### src/rtl/nlt_pkg.sv
package nlt_pkg;

    // Table geometry
    localparam int TABLE_DEPTH = 32;
    localparam int IDX_W       = (TABLE_DEPTH > 1) ? $clog2(TABLE_DEPTH) : 1;
    localparam int CNT_W       = $clog2(TABLE_DEPTH + 1);

    // Lost reports per health check
    localparam int MAX_LOST = 32;
    localparam int LOST_W   = $clog2(MAX_LOST + 1);

    // Field widths
    localparam int TIME_W   = 48;
    localparam int SHORT_W  = 16;
    localparam int LONG_W   = 64;
    localparam int MISS_W   = 4;
    localparam int SLOT_W   = 5;
    localparam int STATUS_W = 4;
    localparam int TMO_W    = 32;
    localparam int CFG_W    = 32;
    localparam int CFG_IDX_W = 1;

    localparam logic [MISS_W-1:0] MISS_SAT     = 4'hF;
    localparam logic [TMO_W-1:0]  TIMEOUT_RST  = 32'd30000000;
    localparam logic [MISS_W-1:0] MAX_MISS_RST = 4'd3;

    // Configuration register indexes
    localparam logic [CFG_IDX_W-1:0] CFG_TIMEOUT  = 1'b0;
    localparam logic [CFG_IDX_W-1:0] CFG_MAX_MISS = 1'b1;

    typedef enum logic [1:0] {
        OP_ANNOUNCE = 2'd0,
        OP_PONG     = 2'd1,
        OP_HEALTH   = 2'd2,
        OP_PING     = 2'd3
    } op_t;

    typedef enum logic [STATUS_W-1:0] {
        STS_NEW          = 4'd0,
        STS_REJOIN       = 4'd1,
        STS_FULL         = 4'd2,
        STS_PONG_KNOWN   = 4'd3,
        STS_PONG_UNKNOWN = 4'd4,
        STS_LOST         = 4'd5,
        STS_CHECK_DONE   = 4'd6,
        STS_TARGET       = 4'd7,
        STS_NONE         = 4'd8
    } status_t;

    typedef enum logic [1:0] {
        S_IDLE,
        S_SCAN,
        S_FINISH
    } state_t;

    typedef struct packed {
        op_t                operation;
        logic [SHORT_W-1:0] nwk_addr;
        logic [LONG_W-1:0]  long_addr;
        logic [TIME_W-1:0]  now_us;
    } in_word_t;

    typedef struct packed {
        status_t            status;
        logic [SHORT_W-1:0] node_short;
        logic [LONG_W-1:0]  node_long;
        logic [SLOT_W-1:0]  slot;
        logic               last;
    } out_word_t;

    // One table entry as stored in memory
    typedef struct packed {
        logic [SHORT_W-1:0] nwk_addr;
        logic [LONG_W-1:0]  long_addr;
        logic [TIME_W-1:0]  heard;
        logic [MISS_W-1:0]  misses;
        logic               alive;
    } entry_t;

    // Per-entry verdict from the evaluation unit
    typedef struct packed {
        logic              match;
        logic              live;
        logic              miss;
        logic              dead;
        logic [MISS_W-1:0] misses_new;
    } eval_t;

    // Table index reported in the low bits of the slot field
    function automatic logic [SLOT_W-1:0] to_slot(input logic [IDX_W-1:0] idx);
        logic [IDX_W+SLOT_W-1:0] wide;
        wide = {{SLOT_W{1'b0}}, idx};
        return wide[SLOT_W-1:0];
    endfunction

endpackage

### src/rtl/nlt_eval.sv
module nlt_eval
    import nlt_pkg::*;
(
    input  entry_t             entry,
    input  logic               entry_valid,
    input  logic [SHORT_W-1:0] nwk_addr,
    input  logic [TIME_W-1:0]  now_us,
    input  logic [TMO_W-1:0]   timeout_us,
    input  logic [MISS_W-1:0]  max_miss,
    output eval_t              result
);

    logic [TIME_W-1:0] gap;

    // Silence since last heard, wraps at 2^48
    assign gap = now_us - entry.heard;

    always_comb
    begin
        result.match = entry_valid && (entry.nwk_addr == nwk_addr);
        result.live  = entry_valid && entry.alive;
        result.miss  = result.live && (gap > {{(TIME_W-TMO_W){1'b0}}, timeout_us});
        // saturating miss count
        result.misses_new = (entry.misses == MISS_SAT) ? MISS_SAT
                                                       : entry.misses + 1'b1;
        result.dead  = (result.misses_new >= max_miss);
    end

endmodule

### config.mk
export PLATFORM = sky130hd
export DESIGN_NAME = nlt_eval
export DESIGN_NICKNAME = d
export VERILOG_FILES = /design/src/rtl/nlt_pkg.sv /design/src/rtl/nlt_eval.sv
export SDC_FILE = /design/constraint.sdc
export NUM_CORES = 1
export LEC_CHECK = 0
export BUFFER_PORTS_ARGS = -buffer_cell sky130_fd_sc_hd__buf_2
export CORE_MARGIN = 2
export CORE_UTILIZATION = 42
export DETAILED_ROUTE_END_ITERATION = 8
export PLACE_DENSITY = 0.79
export SYNTH_ARGS = -nofsm -noshare
export SYNTH_HDL_FRONTEND = slang
export SYNTH_SLANG_ARGS = --single-unit
### constraint.sdc
create_clock -name vclk -period 4.75
set_input_delay 0.7125 -clock vclk [all_inputs]
set_output_delay 0.7125 -clock vclk [all_outputs]
set_load 0.005 [all_outputs]
==> run_results.csv, run 1 <==
group,metric,value,unit
worst_hold_path,hold_class,"input pin to output port",
floorplanning,start_util,0.430,
timing,fin_crit_sh,1.12,
yosys,synth_cell_types,65,
finish,diodes,0,
grt,grt_pass1_wl,22.7,mm
power,power.leakage,3.41,nW
finish,flops_and_latches,0,
routing,wl,13.4,mm
grt,grt.overflow.total,0,
routing,routedWlPerCell,12.8,um
timing,setup_viol,1,
routing,ant_nets,0,
yosys,synth_area,4190,um^2
place,hpwl,11.5,mm
timing,final_max_slew_viol_count,0,
clock_network,cts_hold_buffers,0,
power,powerDensity,142,nW/um^2
grt,antenna_found_initial,0,
timing,tightest_slew,506,ps
finish,layout_common_cells,"buf_2 (177), buf_4 (127), inv_1 (96), ha_1 (83), a21oi_1 (59)",
finish,finalNetCount,1238,
floorplanning,dieHeight,104,um
floorplanning,rows,36,
floorplanning,io_pins,242,
routing,route.detailed.drc,0,
place,pre_cts_slack,-692,ps
timing,hold_viol_final,0,
worst_setup_path,path_class,"input pin to output port",
place,gp_congestion,0.936,
worst_setup_path,crit_arrival,4620,ps
finish,nClkBuffers,0,
routing,first_pass_iters,5,
yosys,yosysWarnings,0,
outcome,violations,"negative setup slack",
routing,vias_per_cell,5.29,
worst_setup_path,start_kind,"input pin",
yosys,syn_inst,625,
worst_setup_path,crit_path_end_kind,"output port",
finish,num-fill-cells,889,
timing,worst_slack,-585,ps
worst_setup_path,worst_ep_required_time,4040,ps
timing,period_needed,5340,ps
yosys,seq_area_frac_synth,0,
worst_setup_path,path_max_fanout,4,
place,io_buffers,178,
floorplanning,core,9730,um^2
yosys,syn-num-nets,944,
power,ir_worst_vdd,64.0,uV
grt,grtUsageTotal,0.239,
grt,grt_pass1_vias,5349,
outcome,status,"finished, violations left",
timing,rsz0062_at_grt,"yes",
floorplanning,die_w,104,um
timing,relSlewSlack,0.654,
finish,drive_gt1_frac,0.379,
timing,finalSetupTns,-585,ps
grt,grt_max_degree,11,
finish,area_growth,50.5,%
routing,vias,5550,
floorplanning,die_area,10800,um^2
power,power,892,uW
timing,fmax,187,MHz
flow_run,maxCapViolations,0,
routing,drtIter0Drc,369,
finish,register_area,0,um^2
yosys,syn_avg_cell_area,6.70,um^2
finish,final_common_cell,"buf_2",
==> cell families (layout without fill, tap and decap cells) <==
group	count (synthesis)	count (layout)	synth area share
AO/OA/AOI/OAI	197	197	0.314
XOR/XNOR	51	51	0.107
adder cells (fa/ha/maj)	85	85	0.256
buffers and inverters	112	404	0.106
multiplexers	4	4	0.00986
AND/OR/NAND/NOR	176	176	0.208
==> routing by layer <==
| layer | track usage | share of wire | up-vias |
|---|---|---|---|
| met3 | 0.0188 | 0.067 | 12 |
| met4 | 0.0232 | 0.0075 | 0 |
| li1 | - | - | 2837 |
| met1 | 0.332 | 0.48 | 2462 |
| met2 | 0.417 | 0.45 | 239 |
| met5 | 0 | 0 | - |
==> area by class of cell <==
cell class	count	area, um^2	area share
inverter	98	370	0.0588
multi-input combinational	513	3900	0.619
tap	133	166	0.0264
timing repair buffer	306	1860	0.295
==> synth_stat cells (all sizes together), types with 9 or more instances <==
cell type	number	area share
ha	84	0.25
nor2	32	0.029
xnor2	31	0.065
nand4	27	0.042
nor3	14	0.018
nand2	56	0.050
a21o	14	0.025
nand3	16	0.019
buf	9	0.014
o21ai	39	0.047
xor2	20	0.042
inv	98	0.088
a21oi	67	0.085
==> critical path, cell delays in order <==
cell and delay [ps]:
buf_6 90, inv_4 50, ha_4 130, inv_2 40, fa_2 360, a21o_1 200
a221oi_4 370, o211ai_1 170, o211ai_2 120, buf_4 160, a21oi_2 50, xor2_1 190
ha_1 330, nand4_1 230, nor4_4 350, nand2_1 130, a211oi_2 250, nand4_1 120
nor4bb_1 310, a31oi_1 120, buf_2 140
==> worst paths after layout <==
| kind | from | end | slack (ps) | cells after the start |
|---|---|---|---|---|
| worst max-delay path | now_us[0] | result[5] | -590 | 21 |
| worst min-delay path | entry[1] | result[0] | 1710 | 3 |
==> stage by stage <==
step	cell area [um^2]	hold WS, ps	util	std cells
after floorplan	4210	1480	-	625
final	6300	1710	0.648	1050
after global routing	6300	1740	0.648	1050
after CTS	6130	1710	0.630	1044
after detailed placement	6070	1710	0.624	1040
after global placement	6070	1710	0.624	1040
==> where the power goes <==
| group | internal (mW) | switching, mW | total, mW | leakage (nW) |
|---|---|---|---|---|
| clock network | 0 | 0 | 0 | 0 |
| logic | 0.443 | 0.449 | 0.892 | 3.41 |
| registers | 0 | 0 | 0 | 0 |
| total | 0.443 | 0.449 | 0.892 | 3.41 |
==> repair_timing <==
action,4_1_cts,5_1_grt
pin swaps,8,29
buffers inserted,4,6
gates resized for setup,9,23
endpoints found under the hold margin,0,0
endpoints found under the setup margin,1,1
No activity file was read; power rests on OpenSTA's default activity.
==> inputs of run 2 (changes only) <==
CORE_UTILIZATION = 47   (was 42)
PLACE_DENSITY = 0.84   (was 0.79)
clock period = 5 ns   (was 4.75 ns; I/O delays follow)
==> run 2 against run 1 <==
  * Routed wire length up 1.5%
  * Total power down 9.6%
  * Critical path type unchanged
  * The run still ends with negative setup slack left
  * Sequential share of layout area stayed put
  * Non-clock buffer count down 21
  * Highest routed layer unchanged
  * Global-route usage is 3.2 points higher
  * Cell count down 4.4%
  * Combinational power fell by 9.5%
==> run_results.csv, run 2 (synthesis gave the netlist of run 1 again) <==
group,metric,value,unit
routing,route.detailed.drc,0,
grt,antenna_found_initial,0,
routing,routedWlPerCell,13.6,um
timing,setup_viol,1,
grt,grt_pass1_wl,22.6,mm
timing,worst_slack,-358,ps
grt,grt.overflow.total,0,
finish,area_growth,44.9,%
outcome,status,"finished, violations left",
timing,period_needed,5360,ps
finish,num-fill-cells,760,
floorplanning,die_w,98.4,um
routing,ant_nets,0,
worst_hold_path,hold_class,"input pin to output port",
finish,flops_and_latches,0,
timing,fmax,187,MHz
finish,layout_common_cells,"buf_2 (177), buf_4 (107), inv_1 (96), ha_1 (83), a21oi_1 (61)",
worst_hold_path,min_path_cells,4,
routing,vias_per_cell,5.44,
grt,grt_pass1_vias,5149,
worst_setup_path,slowest_stage,"fa_2",
power,powerDensity,133,nW/um^2
finish,final_common_cell,"buf_2",
routing,drtIter0Drc,404,
floorplanning,start_util,0.483,
floorplanning,core,8680,um^2
worst_setup_path,crit_chain,"buf_6 > inv_4 > ha_4 > inv_2 > fa_2 > a21o_1 > a221oi_2 > buf_4 > o211ai_1 > o211ai_2 > nand3_2 > a21oi_4 > xnor2_2 > ha_1 > nand4_1 > nor3_2 > a221oi_1 > o21ai_1 > a211oi_2 > nand4_1 > nor4bb_1 > a31oi_1 > buf_2",
finish,finalNetCount,1217,
worst_setup_path,cp_slowest_stage_delay,350,ps
routing,vias,5462,
finish,final_area,6070,um^2
finish,final_util,0.699,
floorplanning,dieHeight,98.4,um
outcome,violations,"negative setup slack",
worst_hold_path,hp-start,"entry_valid",
floorplanning,die_area,9680,um^2
power,power.leakage,3.29,nW
worst_setup_path,crit_arrival,4610,ps
finish,register_area,0,um^2
floorplanning,rows,34,
timing,hold_viol_final,0,
worst_setup_path,cp_top_family,"compound AO/OA/AOI/OAI gates",
power,ir_worst_vdd,65.9,uV
worst_setup_path,crit_path_end_kind,"output port",
timing,relSlewSlack,0.605,
worst_setup_path,path_max_fanout,3,
routing,wl,13.7,mm
worst_hold_path,min_to,"result[7]",
place,gp_congestion,0.945,
finish,diodes,0,
finish,multi_input_area,3860,um^2
worst_setup_path,critical_path.most_common_cell,"nand4_1",
worst_setup_path,start_kind,"input pin",
finish,drive_gt1_frac,0.364,
worst_setup_path,path_buf_inv,5,
grt,grtUsageTotal,0.271,
timing,finalSetupTns,-358,ps
routing,first_pass_iters,5,
place,hpwl,12.2,mm
worst_setup_path,path_class,"input pin to output port",
timing,final_max_slew_viol_count,0,
worst_setup_path,worst_ep_required_time,4250,ps
place,dpl-instance-area,5920,um^2
flow_run,maxCapViolations,0,
finish,nClkBuffers,0,
place,io_buffers,178,
timing,rsz0062_at_grt,"yes",
floorplanning,io_pins,242,
timing,fin_crit_sh,1.07,
grt,grt_max_degree,11,
timing,tightest_slew,578,ps
-- run 2: area by class of cell --
| class | count | share of cell area |
|---|---|---|
| well taps | 108 | 0.0223 |
| inverters | 98 | 0.0610 |
| multi-input cells | 513 | 0.636 |
| repair buffers | 285 | 0.280 |
-- run 2: how the worst max path moves through the flow --
| stage | start | endpoint | cells past startpoint | slack [ps] |
|---|---|---|---|---|
| 2_1_floorplan | entry[14] | result[5] | 19 | 130 |
| 3_3_place_gp | now_us[0] | result[5] | 23 | -400 |
| 3_5_place_dp | now_us[0] | result[5] | 24 | -500 |
| 4_1_cts | now_us[0] | result[5] | 23 | -320 |
| 5_1_grt | entry[13] | result[5] | 21 | -560 |
| 6_report | now_us[0] | result[5] | 23 | -360 |
-- run 2: worst min-delay path: cells and delay by family --
kind,cells,cell delay (ps)
AND/OR/NAND/NOR,2,90
buffers and inverters,2,210
-- run 2: stage by stage --
stage	hold slack, ps	setup WS (ps)	cells	power [mW]
floorplan	1550	134	625	0.463
global placement	1790	-398	1002	0.742
detailed placement	1800	-502	1002	0.764
CTS	1800	-322	1004	0.791
global route	1830	-562	1004	0.895
finish	1800	-358	1004	0.807
-- run 2: timing repair --
item,4_1_cts,5_1_grt
buffers inserted,2,0
pin swaps,24,4
setup endpoints to repair,1,1
hold buffers,0,0
resized for setup,26,6
-- run 2: routing by layer --
metal  vias to the layer above  wire length [um]  GRT usage
met4                         0               223     0.0369
met1                      2399              6240      0.385
met5                         -                 0          0
met2                       249              6090      0.457
li1                       2792                 -          -
met3                        22              1100     0.0236
-- run 2: power breakdown --
part	switching (mW)	total (mW)	internal, mW
clock	0	0	0
combinational	0.417	0.807	0.390
sequential	0	0	0
==> inputs of run 3 (changes only) <==
GPL_TIMING_DRIVEN = 0   (was not set)
SKIP_LAST_GASP = 1   (was not set)
==> run 3 against run 2 <==
  * The flow still finishes with violations (negative setup slack)
  * Combinational power down 8.3%
  * Setup slack worse by 24 ps
  * Sequential share of layout area unchanged
  * Global-route usage down 2.2 points
  * Sequential cell count unchanged
  * Critical path depth down 2
  * Non-clock buffer count down 76
  * Worst hold slack worse by 2.4 ps
  * Fmax down 0.45%
==> run_results.csv, run 3 (synthesis gave the netlist of run 1 again) <==
group,metric,value,unit
worst_hold_path,hp-start,"entry[1]",
floorplanning,io_pins,242,
power,powerDensity,132,nW/um^2
finish,nClkBuffers,0,
timing,fmax,186,MHz
routing,wl,13.2,mm
finish,flops_and_latches,0,
worst_setup_path,start_kind,"input pin",
timing,rsz0062_at_grt,"yes",
worst_setup_path,path_class,"input pin to output port",
grt,grt.overflow.total,0,
floorplanning,die_w,98.4,um
outcome,status,"finished, violations left",
grt,grt_pass1_vias,4698,
worst_setup_path,worst_ep_required_time,4250,ps
finish,num-fill-cells,813,
timing,setup_viol,1,
worst_setup_path,crit_start,"now_us[0]",
floorplanning,core,8680,um^2
routing,drtIter0Drc,368,
grt,antenna_found_initial,0,
grt,grt_pass1_wl,20.7,mm
timing,relSlewSlack,0.584,
finish,finalNetCount,1141,
power,ir_worst_vdd,78.3,uV
worst_hold_path,hold_class,"input pin to output port",
power,power.leakage,2.94,nW
finish,layout_common_cells,"buf_2 (180), inv_1 (96), ha_1 (77), a21oi_1 (55), nand2_1 (53)",
grt,grtUsageTotal,0.248,
place,hpwl,11.0,mm
floorplanning,die_area,9680,um^2
grt,grt_max_degree,11,
finish,area_growth,34.0,%
timing,worst_slack,-382,ps
timing,hold_slack,1800,ps
finish,diodes,0,
finish,final_util,0.647,
routing,vias_per_cell,5.60,
timing,finalSetupTns,-382,ps
routing,ant_nets,0,
routing,vias,5196,
floorplanning,rows,34,
floorplanning,dieHeight,98.4,um
worst_hold_path,min_to,"result[0]",
place,placed_cells,911,
power,power,740,uW
place,io_buffers,178,
worst_hold_path,min_path_cells,3,
worst_setup_path,crit_arrival,4630,ps
finish,final_common_cell,"buf_2",
timing,fin_crit_sh,1.08,
routing,route.detailed.drc,0,
finish,final_cells,928,
worst_setup_path,path_max_fanout,4,
timing,period_needed,5380,ps
routing,first_pass_iters,5,
flow_run,maxCapViolations,0,
timing,hold_viol_final,0,
worst_setup_path,crit_path_end_kind,"output port",
place,gp_congestion,0.931,
finish,register_area,0,um^2
floorplanning,start_util,0.483,
routing,routedWlPerCell,14.2,um
timing,tightest_slew,608,ps
outcome,violations,"negative setup slack",
timing,final_max_slew_viol_count,0,
clock_network,cts_hold_buffers,0,
finish,drive_gt1_frac,0.320,
run 3: changes by cell type in the layout (fill, tap and decap cells not counted), sizes merged:
cell    change
buf        -81
clkbuf      +5
run 3: area by class of cell:
cell class,count,area (um^2),share of cell area
Multi-Input combinational cell,513,3980,0.709
Timing Repair Buffer,196,1040,0.186
Inverter,98,370,0.0660
Tap cell,108,135,0.0241
Buffer,13,83.8,0.0149
run 3: metrics by stage:
step | setup WS (ps) | instance area (um^2)
after detailed placement | -715 | 5210
final | -382 | 5610
after global placement | -720 | 5210
after CTS | -369 | 5410
after floorplan | 134 | 4190
after global routing | -609 | 5610
run 3: worst max path at each step:
stage          slack, ps   endpoint
2_1_floorplan        130  result[5]
3_3_place_gp        -720  result[5]
3_5_place_dp        -720  result[5]
4_1_cts             -370  result[5]
5_1_grt             -610  result[5]
6_report            -380  result[5]
run 3: power by group:
| group | switching (mW) | internal [mW] | total, mW |
|---|---|---|---|
| registers | 0 | 0 | 0 |
| clock network | 0 | 0 | 0 |
| logic | 0.410 | 0.329 | 0.740 |
| total | 0.410 | 0.329 | 0.740 |
run 3: worst max-delay path: stages:
cell and delay [ps]:
buf_6 100, inv_4 40, ha_4 120, inv_2 30, fa_2 330, a21o_1 200
a221oi_4 350, o211ai_1 180, o211ai_2 120, buf_4 160, a21oi_2 50, xor2_1 170
ha_1 330, nand4_1 230, nor4_4 370, nand2_1 110, a211oi_2 260, nand4_1 150
nor4bb_2 310, a31oi_1 120, buf_2 150
run 3: layer usage:
| layer | vias to the layer above | part of all wire | GRT usage |
|---|---|---|---|
| met3 | 12 | 0.087 | 0.0265 |
| met4 | 0 | 0.010 | 0.0211 |
| met2 | 220 | 0.45 | 0.417 |
| li1 | 2648 | - | - |
| met5 | - | 0 | 0 |
| met1 | 2316 | 0.45 | 0.357 |
run 3: timing repair:
| item | CTS | global route |
|---|---|---|
| pin swaps | 20 | 25 |
| setup endpoints to repair | 1 | 1 |
| setup buffers | 9 | 9 |
| gates resized for setup | 32 | 27 |
