### src/rtl/nlt_pkg.sv
package nlt_pkg;

    // Table geometry
    localparam int TABLE_DEPTH = 32;
    localparam int IDX_W       = (TABLE_DEPTH > 1) ? $clog2(TABLE_DEPTH) : 1;
    localparam int CNT_W       = $clog2(TABLE_DEPTH + 1);

    // Lost reports per health check
    localparam int MAX_LOST = 32;
    localparam int LOST_W   = $clog2(MAX_LOST + 1);

    // Field widths
    localparam int TIME_W   = 48;
    localparam int SHORT_W  = 16;
    localparam int LONG_W   = 64;
    localparam int MISS_W   = 4;
    localparam int SLOT_W   = 5;
    localparam int STATUS_W = 4;
    localparam int TMO_W    = 32;
    localparam int CFG_W    = 32;
    localparam int CFG_IDX_W = 1;

    localparam logic [MISS_W-1:0] MISS_SAT     = 4'hF;
    localparam logic [TMO_W-1:0]  TIMEOUT_RST  = 32'd30000000;
    localparam logic [MISS_W-1:0] MAX_MISS_RST = 4'd3;

    // Configuration register indexes
    localparam logic [CFG_IDX_W-1:0] CFG_TIMEOUT  = 1'b0;
    localparam logic [CFG_IDX_W-1:0] CFG_MAX_MISS = 1'b1;

    typedef enum logic [1:0] {
        OP_ANNOUNCE = 2'd0,
        OP_PONG     = 2'd1,
        OP_HEALTH   = 2'd2,
        OP_PING     = 2'd3
    } op_t;

    typedef enum logic [STATUS_W-1:0] {
        STS_NEW          = 4'd0,
        STS_REJOIN       = 4'd1,
        STS_FULL         = 4'd2,
        STS_PONG_KNOWN   = 4'd3,
        STS_PONG_UNKNOWN = 4'd4,
        STS_LOST         = 4'd5,
        STS_CHECK_DONE   = 4'd6,
        STS_TARGET       = 4'd7,
        STS_NONE         = 4'd8
    } status_t;

    typedef enum logic [1:0] {
        S_IDLE,
        S_SCAN,
        S_FINISH
    } state_t;

    typedef struct packed {
        op_t                operation;
        logic [SHORT_W-1:0] nwk_addr;
        logic [LONG_W-1:0]  long_addr;
        logic [TIME_W-1:0]  now_us;
    } in_word_t;

    typedef struct packed {
        status_t            status;
        logic [SHORT_W-1:0] node_short;
        logic [LONG_W-1:0]  node_long;
        logic [SLOT_W-1:0]  slot;
        logic               last;
    } out_word_t;

    // One table entry as stored in memory
    typedef struct packed {
        logic [SHORT_W-1:0] nwk_addr;
        logic [LONG_W-1:0]  long_addr;
        logic [TIME_W-1:0]  heard;
        logic [MISS_W-1:0]  misses;
        logic               alive;
    } entry_t;

    // Per-entry verdict from the evaluation unit
    typedef struct packed {
        logic              match;
        logic              live;
        logic              miss;
        logic              dead;
        logic [MISS_W-1:0] misses_new;
    } eval_t;

    // Table index reported in the low bits of the slot field
    function automatic logic [SLOT_W-1:0] to_slot(input logic [IDX_W-1:0] idx);
        logic [IDX_W+SLOT_W-1:0] wide;
        wide = {{SLOT_W{1'b0}}, idx};
        return wide[SLOT_W-1:0];
    endfunction

endpackage

### src/rtl/nlt_ctrl.sv
module nlt_ctrl
    import nlt_pkg::*;
(
    input  logic             clk,
    input  logic             rst_n,
    input  logic             in_valid,
    output logic             in_stall,
    input  in_word_t         in_word,
    output logic             out_valid,
    input  logic             out_stall,
    output out_word_t        out_word,
    output in_word_t         item,
    output logic             cur_valid,
    input  entry_t           rdata,
    input  eval_t            ev,
    output logic [IDX_W-1:0] rd_addr,
    output logic             mem_we,
    output logic [IDX_W-1:0] mem_waddr,
    output entry_t           mem_wdata
);

    state_t                 state_reg, state_next;
    in_word_t               item_reg;
    logic [IDX_W-1:0]       scan_idx_reg, scan_idx_next;
    logic [CNT_W-1:0]       cnt_reg, cnt_next;
    logic                   free_found_reg, free_found_next;
    logic [IDX_W-1:0]       free_idx_reg, free_idx_next;
    logic [LOST_W-1:0]      lost_reg, lost_next;
    logic [IDX_W-1:0]       ptr_reg, ptr_next;
    logic [TABLE_DEPTH-1:0] valid_reg, valid_next;
    out_word_t              res_reg, res_next;
    logic                   out_valid_reg;
    out_word_t              out_word_reg, out_next;
    logic                   out_load;

    logic                   accept;
    logic                   out_free;
    logic                   is_last;
    logic [IDX_W-1:0]       idx_inc;
    logic                   report;
    logic                   adv;
    logic                   stop_found;
    logic                   go_finish;
    logic                   free_any;
    logic [IDX_W-1:0]       free_slot;
    entry_t                 refresh_entry;

    // Common scan conditions
    assign accept     = in_valid && !in_stall;
    assign out_free   = !out_valid_reg || !out_stall;
    assign cur_valid  = valid_reg[scan_idx_reg];
    assign is_last    = (cnt_reg == CNT_W'(TABLE_DEPTH - 1));
    assign idx_inc    = (scan_idx_reg == IDX_W'(TABLE_DEPTH - 1)) ? '0
                                                                  : scan_idx_reg + 1'b1;
    assign report     = (item_reg.operation == OP_HEALTH) && ev.miss && ev.dead
                        && (lost_reg < LOST_W'(MAX_LOST));
    assign adv        = !(report && !out_free);
    assign stop_found = (((item_reg.operation == OP_ANNOUNCE)
                          || (item_reg.operation == OP_PONG)) && ev.match)
                        || ((item_reg.operation == OP_PING) && ev.live);
    assign go_finish  = stop_found || (adv && is_last);
    assign free_any   = free_found_reg || !cur_valid;
    assign free_slot  = free_found_reg ? free_idx_reg : scan_idx_reg;

    assign item      = item_reg;
    assign in_stall  = (state_reg != S_IDLE);
    assign out_valid = out_valid_reg;
    assign out_word  = out_word_reg;
    assign rd_addr   = scan_idx_next;

    // Entry image after a node is heard
    always_comb
    begin
        refresh_entry.nwk_addr  = item_reg.nwk_addr;
        refresh_entry.long_addr = rdata.long_addr;
        refresh_entry.heard     = item_reg.now_us;
        refresh_entry.misses    = '0;
        refresh_entry.alive     = 1'b1;
    end

    // Next state
    always_comb
    begin
        state_next = state_reg;
        unique case (state_reg)
            S_IDLE:
            begin
                if (in_valid)
                begin
                    state_next = S_SCAN;
                end
            end
            S_SCAN:
            begin
                if (go_finish)
                begin
                    state_next = S_FINISH;
                end
            end
            S_FINISH:
            begin
                if (out_free)
                begin
                    state_next = S_IDLE;
                end
            end
            default:
            begin
                state_next = S_IDLE;
            end
        endcase
    end

    // Datapath control
    always_comb
    begin
        mem_we          = 1'b0;
        mem_waddr       = scan_idx_reg;
        mem_wdata       = refresh_entry;
        valid_next      = valid_reg;
        scan_idx_next   = scan_idx_reg;
        cnt_next        = cnt_reg;
        free_found_next = free_found_reg;
        free_idx_next   = free_idx_reg;
        lost_next       = lost_reg;
        ptr_next        = ptr_reg;
        res_next        = res_reg;
        out_load        = 1'b0;
        out_next        = res_reg;

        unique case (state_reg)
            S_IDLE:
            begin
                if (in_valid)
                begin
                    scan_idx_next   = (in_word.operation == OP_PING) ? ptr_reg : '0;
                    cnt_next        = '0;
                    free_found_next = 1'b0;
                    lost_next       = '0;
                end
            end
            S_SCAN:
            begin
                if (adv)
                begin
                    scan_idx_next = idx_inc;
                    cnt_next      = cnt_reg + 1'b1;
                end
                // lowest free entry seen so far
                if (!free_found_reg && !cur_valid)
                begin
                    free_found_next = 1'b1;
                    free_idx_next   = scan_idx_reg;
                end

                unique case (item_reg.operation)
                    OP_ANNOUNCE:
                    begin
                        if (ev.match)
                        begin
                            mem_we   = 1'b1;
                            res_next = '{status: STS_REJOIN,
                                         node_short: item_reg.nwk_addr,
                                         node_long: item_reg.long_addr,
                                         slot: to_slot(scan_idx_reg),
                                         last: 1'b1};
                        end
                        else if (is_last)
                        begin
                            if (free_any)
                            begin
                                mem_we               = 1'b1;
                                mem_waddr            = free_slot;
                                mem_wdata.long_addr  = item_reg.long_addr;
                                valid_next[free_slot] = 1'b1;
                                res_next = '{status: STS_NEW,
                                             node_short: item_reg.nwk_addr,
                                             node_long: item_reg.long_addr,
                                             slot: to_slot(free_slot),
                                             last: 1'b1};
                            end
                            else
                            begin
                                res_next = '{status: STS_FULL,
                                             node_short: item_reg.nwk_addr,
                                             node_long: item_reg.long_addr,
                                             slot: '0,
                                             last: 1'b1};
                            end
                        end
                    end
                    OP_PONG:
                    begin
                        if (ev.match)
                        begin
                            mem_we   = 1'b1;
                            res_next = '{status: STS_PONG_KNOWN,
                                         node_short: item_reg.nwk_addr,
                                         node_long: rdata.long_addr,
                                         slot: to_slot(scan_idx_reg),
                                         last: 1'b1};
                        end
                        else if (is_last)
                        begin
                            res_next = '{status: STS_PONG_UNKNOWN,
                                         node_short: item_reg.nwk_addr,
                                         node_long: '0,
                                         slot: '0,
                                         last: 1'b1};
                        end
                    end
                    OP_HEALTH:
                    begin
                        // miss bookkeeping, held while a lost word waits
                        if (ev.miss && adv)
                        begin
                            mem_we           = 1'b1;
                            mem_wdata        = rdata;
                            mem_wdata.misses = ev.misses_new;
                            mem_wdata.alive  = !ev.dead;
                        end
                        if (report && out_free)
                        begin
                            out_load  = 1'b1;
                            out_next  = '{status: STS_LOST,
                                          node_short: rdata.nwk_addr,
                                          node_long: rdata.long_addr,
                                          slot: to_slot(scan_idx_reg),
                                          last: 1'b0};
                            lost_next = lost_reg + 1'b1;
                        end
                        if (adv && is_last)
                        begin
                            res_next = '{status: STS_CHECK_DONE, node_short: '0,
                                         node_long: '0, slot: '0, last: 1'b1};
                        end
                    end
                    OP_PING:
                    begin
                        if (ev.live)
                        begin
                            ptr_next = idx_inc;
                            res_next = '{status: STS_TARGET,
                                         node_short: rdata.nwk_addr,
                                         node_long: rdata.long_addr,
                                         slot: to_slot(scan_idx_reg),
                                         last: 1'b1};
                        end
                        else if (is_last)
                        begin
                            res_next = '{status: STS_NONE, node_short: '0,
                                         node_long: '0, slot: '0, last: 1'b1};
                        end
                    end
                    default:
                    begin
                        res_next = res_reg;
                    end
                endcase
            end
            S_FINISH:
            begin
                if (out_free)
                begin
                    out_load = 1'b1;
                    out_next = res_reg;
                end
            end
            default:
            begin
                out_load = 1'b0;
            end
        endcase
    end

    // Control state
    always_ff @(posedge clk or negedge rst_n)
    begin
        if (!rst_n)
        begin
            state_reg      <= S_IDLE;
            scan_idx_reg   <= '0;
            cnt_reg        <= '0;
            free_found_reg <= 1'b0;
            lost_reg       <= '0;
            ptr_reg        <= '0;
            valid_reg      <= '0;
            out_valid_reg  <= 1'b0;
        end
        else
        begin
            state_reg      <= state_next;
            scan_idx_reg   <= scan_idx_next;
            cnt_reg        <= cnt_next;
            free_found_reg <= free_found_next;
            lost_reg       <= lost_next;
            ptr_reg        <= ptr_next;
            valid_reg      <= valid_next;
            if (out_load)
            begin
                out_valid_reg <= 1'b1;
            end
            else if (!out_stall)
            begin
                out_valid_reg <= 1'b0;
            end
        end
    end

    // Payload registers
    always_ff @(posedge clk)
    begin
        if (accept)
        begin
            item_reg <= in_word;
        end
        free_idx_reg <= free_idx_next;
        res_reg      <= res_next;
        if (out_load)
        begin
            out_word_reg <= out_next;
        end
    end

endmodule
### config.mk
export PLATFORM = sky130hd
export DESIGN_NAME = nlt_ctrl
export DESIGN_NICKNAME = d
export VERILOG_FILES = /design/src/rtl/nlt_pkg.sv /design/src/rtl/nlt_ctrl.sv
export SDC_FILE = /design/constraint.sdc
export NUM_CORES = 1
export LEC_CHECK = 0
export CORE_AREA = 8 8 244 246
export DETAILED_ROUTE_END_ITERATION = 10
export DIE_AREA = 0 0 252 254
export DONT_BUFFER_PORTS = 1
export GPL_ROUTABILITY_DRIVEN = 1
export PLACE_DENSITY = 0.48
export SLEW_MARGIN = 5
export SYNTH_ARGS = -nofsm -noshare
export SYNTH_HDL_FRONTEND = slang
export SYNTH_SLANG_ARGS = --single-unit
export TNS_END_PERCENT = 20
### constraint.sdc
create_clock -name clk -period 16.9 [get_ports clk]
set_clock_uncertainty 0.2 [all_clocks]
set_input_delay 1.69 -clock clk [delete_from_list [all_inputs] [get_ports clk]]
set_output_delay 1.69 -clock clk [all_outputs]
set_load 0.1 [all_outputs]
==> summary by stage, run 1 <==
Die
After floorplanning, the core was divided into 87 placement rows. Measured along the x axis, the die boundary spans around 250 um. The die is between 200 and 300 um tall. Pin placement for this block handled 642 I/O pins. Once the floorplan was initialized, standard cells occupied about 29% of the core. The area of the core is 0.05573 mm2. The area of the die is 0.06401 mm2.

Clock tree
The largest buffer count on any clock path is 3. The count of cells resized by post-cts repair is 0. The cts-stage hold buffer count is 0. The clock network latency to the later pin of the worst-skew pair is between 500 and 600 ps. The clock tree root buffer cell is clkbuf_16. The clock-pin slew on the worst setup and hold paths is 60 ps. Counting the buffers created by CTS gives 44.

Clock tree synthesis found a total of 372 sinks. The post-CTS setup buffer count is 0. The number of H-tree levels is 2.

TritonCTS built the clock tree.

Yosys
The fraction of post-synthesis cell area in the top cell type by area is between 50% and 60%. Synthesis produced between 1,000 and 1,500 cells. The count of flip-flops with a built-in enable after synthesis is ~310. The cell area that synthesis handed to floorplanning was between 0.015 and 0.02 mm2. The dominant cell by count in the synthesized netlist is edfxtp_1.

The unique cell type count in the Yosys netlist is 53. Synthesis produced a netlist with a net count of ~1,300. The fraction of registers with async set/reset is between 10% and 20%.

The most used flip-flop cell after synthesis is edfxtp_1. After synthesis, the cell types taking the most area are edfxtp_1 (58%), mux2_2 (14%), dfrtp_1 (9.0%). The number of warnings reported in the yosys synthesis log is 0. The post-synthesis register bit count is ~370. After synthesis, the most frequently instantiated cells are edfxtp_1 (314), mux2_2 (206), a22o_1 (64). edfxtp_1 takes more of the synthesized area than any other cell.

The sequential area share after synthesis is around two thirds. The average instance area after synthesis is about 16 um2.

Cells and area
At the end of the flow the core is filled with cells to between 30% and 40%. The number of nets in the finished design is roughly 1,300. The flip-flop count of the largest register after layout is 130.

The post-synthesis to final-layout area growth is 13.94%. The cell area after layout is about 0.018 mm2. Cells with a size suffix above 1 make up roughly 30% of the layout. The finished layout holds between 1,500 and 2,000 standard cells, fillers aside.

Routing
The final layout contains routed wiring with a total length of roughly 55,000 um. The number of nets with antenna violations after routing is 0. After detailed routing, the number of vias per cell comes to slightly above 5. The number of design-rule violations left by the first detailed-router iteration is 695. The number of DRC violations after detailed routing is 0. The number of iterations in the first detailed-routing pass is 5. The vias after detailed routing is between 9,000 and 10,000.

The average detailed-routed wire length per instance is 29.99 um.

GRT
Global routing consumed, over all layers together, between 10% and 20% of the routing resources. The number of antenna violations at the first check in global routing is 9. The total global routing overflow is 0.

The first global-routing pass estimated between 70,000 and 80,000 um of wire. The number of global-route vias before repair is between 9,000 and 10,000. The maximum number of pins on one net before global-route repair is just over 70.

Worst setup path
For the worst setup path, the data arrival time is between 4000 and 5000 ps. The worst path buffer plus inverter count is 1. The slowest library cell on the worst path is dfrtp_1.

The largest driver fanout on the critical path is 64. For the worst flop-to-flop path, the logic depth is 5. The signal on the critical path passes through nand2_1, or3_1, and2_1, nand2_2, buf_4, mux2_1. The category of the critical setup timing path is flip-flop to output pin. The type of destination of the critical path is an output pin.

The kind of cell with the highest combined delay along the critical path is simple AND/OR/NAND/NOR gates. The largest single stage delay on the critical path is about 990 ps. The type of origin of the critical path is a flip-flop.

The number of gates on the worst path with buffers counted is 6. The data required time of the critical path is 15,010 ps.

STA
The final setup violation count is 0. The max-slew violation total from the final report came to 0. The final-layout setup total negative slack is 0 ps. The number of hold violations in the final report is 0. For the pin with the worst max-slew slack, the measured transition is 1219 ps. Setup repair after global routing left no endpoint under its margin. The worst path uses 37.55% of the clock period.

The fmax is 157.6 MHz. The worst slew slack as a fraction of its limit is between 10% and 20%. The final critical-path required period is ~6300 ps.

Power and ir drop
Summing internal, switching and leakage power gives 3972 uW. The worst supply voltage drop on vdd is 0.1551 mV. For this design the ratio of total power to cell area is ~220 mW/mm2. The leakage power is about 0.0067 uW.

Worst hold path
The number of cells traversed by the worst hold path is 1. The min-delay analysis places its worst path in the category flip-flop to flip-flop.

Place
The wire-length estimate of the detail-placed layout is about 40,000 um. The placed cell area is about 0.017 mm2. Routability-driven placement finished with a final weighted congestion of approximately 0.82. The quantity of I/O buffers inserted on ports is 0. The total instance count after detailed placement is around 1,700.

Job
Across the run, the number of max-cap violations was 0.

Outcome
The run finished with clean final reports.
worst reg2reg max path, delay by kind of cell, from the launching register on:
family,cells,cell delay (ps)
buffers and inverters,2,1330
multiplexers,1,490
AND/OR/NAND/NOR,2,480
flip-flops,1,990
cells in the final DEF (no fill, tap or decap), types with 22 or more instances in the layout:
cell type and count:
edfxtp_1 314, mux2_2 206, a22o_1 64, dfrtp_1 58
nand2_1 50, clkbuf_16 44, inv_1 37, nor2_1 26
o21ai_0 25, a21o_1 25, buf_4 25, mux2i_1 22
layout make-up:
cell class	count	area (um2)
diodes	1	2.502
clock buffers	52	1141
clock inverters	24	224.0
fillers	5419	37270
inverters	38	147.6
multi-input cells	556	4902
flip-flops and latches	372	10880
well taps	756	945.9
repair buffers	26	215.2
kinds of logic (layout without fill, tap and decap cells):
kind of cell / count (synthesis) / count (layout) / synth area share [%]
compound gates: 166 / 166 / 8.110
xor+xnor: 8 / 8 / 0.4325
fa+ha+maj: 7 / 7 / 0.5406
buf+inv: 92 / 140 / 2.865
mux: 240 / 240 / 16.51
simple gates: 135 / 135 / 4.379
flops: 372 / 372 / 67.16
other cells: 0 / 1 / 0
final timing paths:
kind,start,end,slack [ps]
max reg2reg,out_valid$_DFFE_PN0P_,out_word[44]$_DFFE_PP_,13140
max,out_valid$_DFFE_PN0P_,mem_wdata[41],10550
max in group asynchronous,rst_n,valid_reg[20]$_DFFE_PN0P_,15760
min in group asynchronous,rst_n,scan_idx_reg[2]$_DFF_PN0_,620
min reg2reg,valid_reg[14]$_DFFE_PN0P_,valid_reg[14]$_DFFE_PN0P_,260
min,valid_reg[14]$_DFFE_PN0P_,valid_reg[14]$_DFFE_PN0P_,260
power by group:
part / internal [uW] / switching, uW / total, uW / leakage [uW]
combinational: 192 / 816 / 1010 / 0.00234
sequential: 1260 / 796 / 2050 / 0.00371
clock: 529 / 383 / 912 / 0.000659
routing by layer:
layer	part of all wire [%]	global-route usage (%)	wire length (um)
met2	46	24.01	25100
met5	0.075	0	41
met4	1.7	4.216	918
met3	11	7.352	6245
met1	41	20.51	22430
per-stage QoR:
step                      hold WS, ps  setup WS, ps
after global routing            267.2         10320
after global placement          237.8         10630
after floorplan                 227.1          7196
final                           255.9         10550
after detailed placement        243.0         10600
after CTS                       256.2         10480
(Power assumes the default switching activity.)
==> run 2, diff against run 1 <==
clock period = 6 ns   (was 16.9 ns; I/O delays follow)
==> summary by stage, run 2 (synthesis results as in run 1) <==
GRT
The number of antenna violations at the first check in global routing is 7 (-2). The maximum number of pins on one net before global-route repair is 94 (+32%). The number of global-route vias before repair was 10,227 (+8.0%).

The global-route total usage across every layer is 15.94% (about the same). The total global routing overflow is 0 (unchanged). The wire length of the first global-routing pass is 76,680 um (+2.3%).

Cells and area
The number of non-filler instances in the completed layout was 1,980 (+8.5%). The number of fill cells in the layout is 5,304 (-2.1%). The most common cell after layout, fill and taps aside is edfxtp_1. The share of cells above drive strength 1 is 26.76% (-3.4 points). In the layout the commonest cells are edfxtp_1 (314), mux2_2 (206), dlygate4sd3_1 (150). The post-synthesis to final-layout area growth is 23.50%.

The number of nets in the finished design is 1,470 (+11%). The flip-flop count of the largest register after layout came to 130 (unchanged).

STA
Of the available clock period, the critical path in the final layout requires about 85%. The actual transition at the worst max-transition pin came to 1181 ps (-38.09 ps). The worst slew slack as a fraction of its limit is 21.30% (+2.5 points). Setup repair after global routing left no endpoint under its margin. The fmax is just under 200 MHz. The final critical-path required period is 5078 ps. The final setup violation count came to 0 (unchanged). The number of hold violations in the final report is 0 (unchanged). The max-slew violation total from the final report is 0 (unchanged). The final-layout setup total negative slack is 0 ps (unchanged).

Worst setup path
The slowest library cell on the worst path is dfrtp_1. The largest driver fanout on the critical path is 63 (-1.6%). The endpoint of the worst register-to-register path is scan_idx_reg[0]$_DFF_PN0_.

The worst register-to-register path begins at state_reg[1]$_DFFE_PN0P_. STA classifies the critical path startpoint as a flip-flop. The worst path buffer plus inverter count is 1 (unchanged). The number of cells on the worst reg-to-reg path is 5 (unchanged).

The number of gates on the worst path with buffers counted is 7 (+1). The data arrival time of the worst path is 4280 ps (-180 ps). The signal on the critical path passes through mux2i_1, a311oi_1, nand3_2, a41oi_4, nor2_4, buf_12, mux2_1. The reg-to-reg setup timing slack is 2240 ps (-10,900 ps).

The type of destination of the critical path is an output pin. The cell family contributing the most delay on the critical path is multiplexers. The largest stage delay on the critical path is 1030 ps (+40 ps). The data required time of the critical path is 5200 ps (-9810 ps). The setup path with the least slack is of type flip-flop to output pin.

Routing
The average detailed-routed wire length per instance is 27.84 um (-7.2%). The average via count per standard cell came to 5.011 (-0.62%). The number of design-rule violations left by the first detailed-router iteration came to 821 (+18%).

The number of DRC violations after detailed routing is 0 (unchanged). The number of iterations in the first detailed-routing pass was 5 (unchanged). The number of nets with antenna violations after routing is 0 (unchanged). The vias after detailed routing is 9,921 (+7.8%). The final routed wirelength across all metal layers is 55,130 um (+0.73%).

Clock tree
The clock sink total is 372 (unchanged). The clock network latency to the later pin of the worst-skew pair is 560 ps (about the same). TritonCTS built the clock tree. The clock tree root buffer cell is clkbuf_16.

The number of H-tree levels is 2 (unchanged). The largest buffer count on any clock path is 3 (unchanged). The total CTS buffers was 44 (unchanged).

The clock-pin slew on the worst setup and hold paths is 60 ps (about the same). The count of cells resized by post-cts repair is 0 (unchanged).

Die
The initial core utilization is 29.07% (unchanged). The die width is 252 um (unchanged). The area of the die is 0.06401 mm2 (unchanged). The number of placement rows is 87 (unchanged). The floorplan die height is 254 um (unchanged).

The number of I/O pins is 642 (unchanged). The area of the core came to 0.05573 mm2 (unchanged).

Worst hold path
The number of cells traversed by the worst hold path came to 1 (unchanged). The origin of the worst min-delay path is rdata[111]. The destination of the worst hold path is res_reg[64]$_DFFE_PP_.

The worst hold path class is primary input to flip-flop.

Outcome
The flow ran to the end, and the final reports show no timing, DRC or antenna violations.

Power and ir drop
The worst supply voltage drop on vdd is 0.4588 mV (+200%). The leakage power was 0.007365 uW (+9.8%). The power density over the cells is 561.9 mW/mm2 (+160%).

Place
The total instance count after detailed placement is 1,747 (-0.057%). The estimated wirelength of the detail-placed design was 39,010 um (-2.4%). The quantity of I/O buffers inserted on ports is 0 (unchanged). The placer congestion estimate is 0.8290 (+1.2%).

Job
The number of max-cap violations is 0 (unchanged).
run 2: repair_timing:
action	4_1_cts	5_1_grt
hold buffers	151	0
setup endpoints to repair	0	0
buffers inserted	0	0
hold endpoints to repair	207	0
run 2: metal layers:
metal / vias to the layer above / wire [um] / GRT usage (%)
met5: - / 34 / 0
met4: 4 / 1147 / 4.282
met3: 77 / 5790 / 6.186
met2: 557 / 25790 / 24.86
met1: 5002 / 22370 / 20.53
li1: 4281 / - / -
run 2: worst max-delay path by stage:
stage / start / to
finish: scan_idx_reg[0]$_DFF_PN0_ / mem_wdata[64]
global route: scan_idx_reg[0]$_DFF_PN0_ / mem_wdata[63]
CTS: scan_idx_reg[0]$_DFF_PN0_ / mem_wdata[67]
detailed placement: scan_idx_reg[0]$_DFF_PN0_ / mem_wdata[67]
global placement: scan_idx_reg[0]$_DFF_PN0_ / mem_wdata[65]
floorplan: state_reg[0]$_DFFE_PN0P_ / rd_addr[0]
run 2: power by group:
group          internal, uW  switching [uW]
sequential             3540            2260
clock                  1480            1060
combinational           612            2290
total                  5630            5610
run 2: layout make-up:
| cell class | count | area [um2] | share of cell area [%] |
|---|---|---|---|
| Clock inverter | 27 | 188.9 | 0.9443 |
| Multi-Input combinational cell | 556 | 4902 | 24.50 |
| Inverter | 38 | 147.6 | 0.7379 |
| Timing Repair Buffer | 176 | 1762 | 8.805 |
| Sequential cell | 372 | 10880 | 54.38 |
| Tap cell | 756 | 945.9 | 4.728 |
| Antenna cell | 2 | 5.005 | 0.02501 |
| Clock buffer | 53 | 1176 | 5.878 |
run 2: per-stage QoR:
stage	hold slack (ps)	util [%]	setup WS, ps	instance area [um2]	power [uW]
3_3_place_gp	106.3	30.70	1549	17110	8678
5_1_grt	20.81	35.89	759.7	20000	11630
6_report	48.27	35.90	921.8	20010	11240
2_1_floorplan	104.4	-	644.8	16200	8047
4_1_cts	2.968	35.89	932.6	20000	11370
3_5_place_dp	106.2	30.70	1563	17110	8685
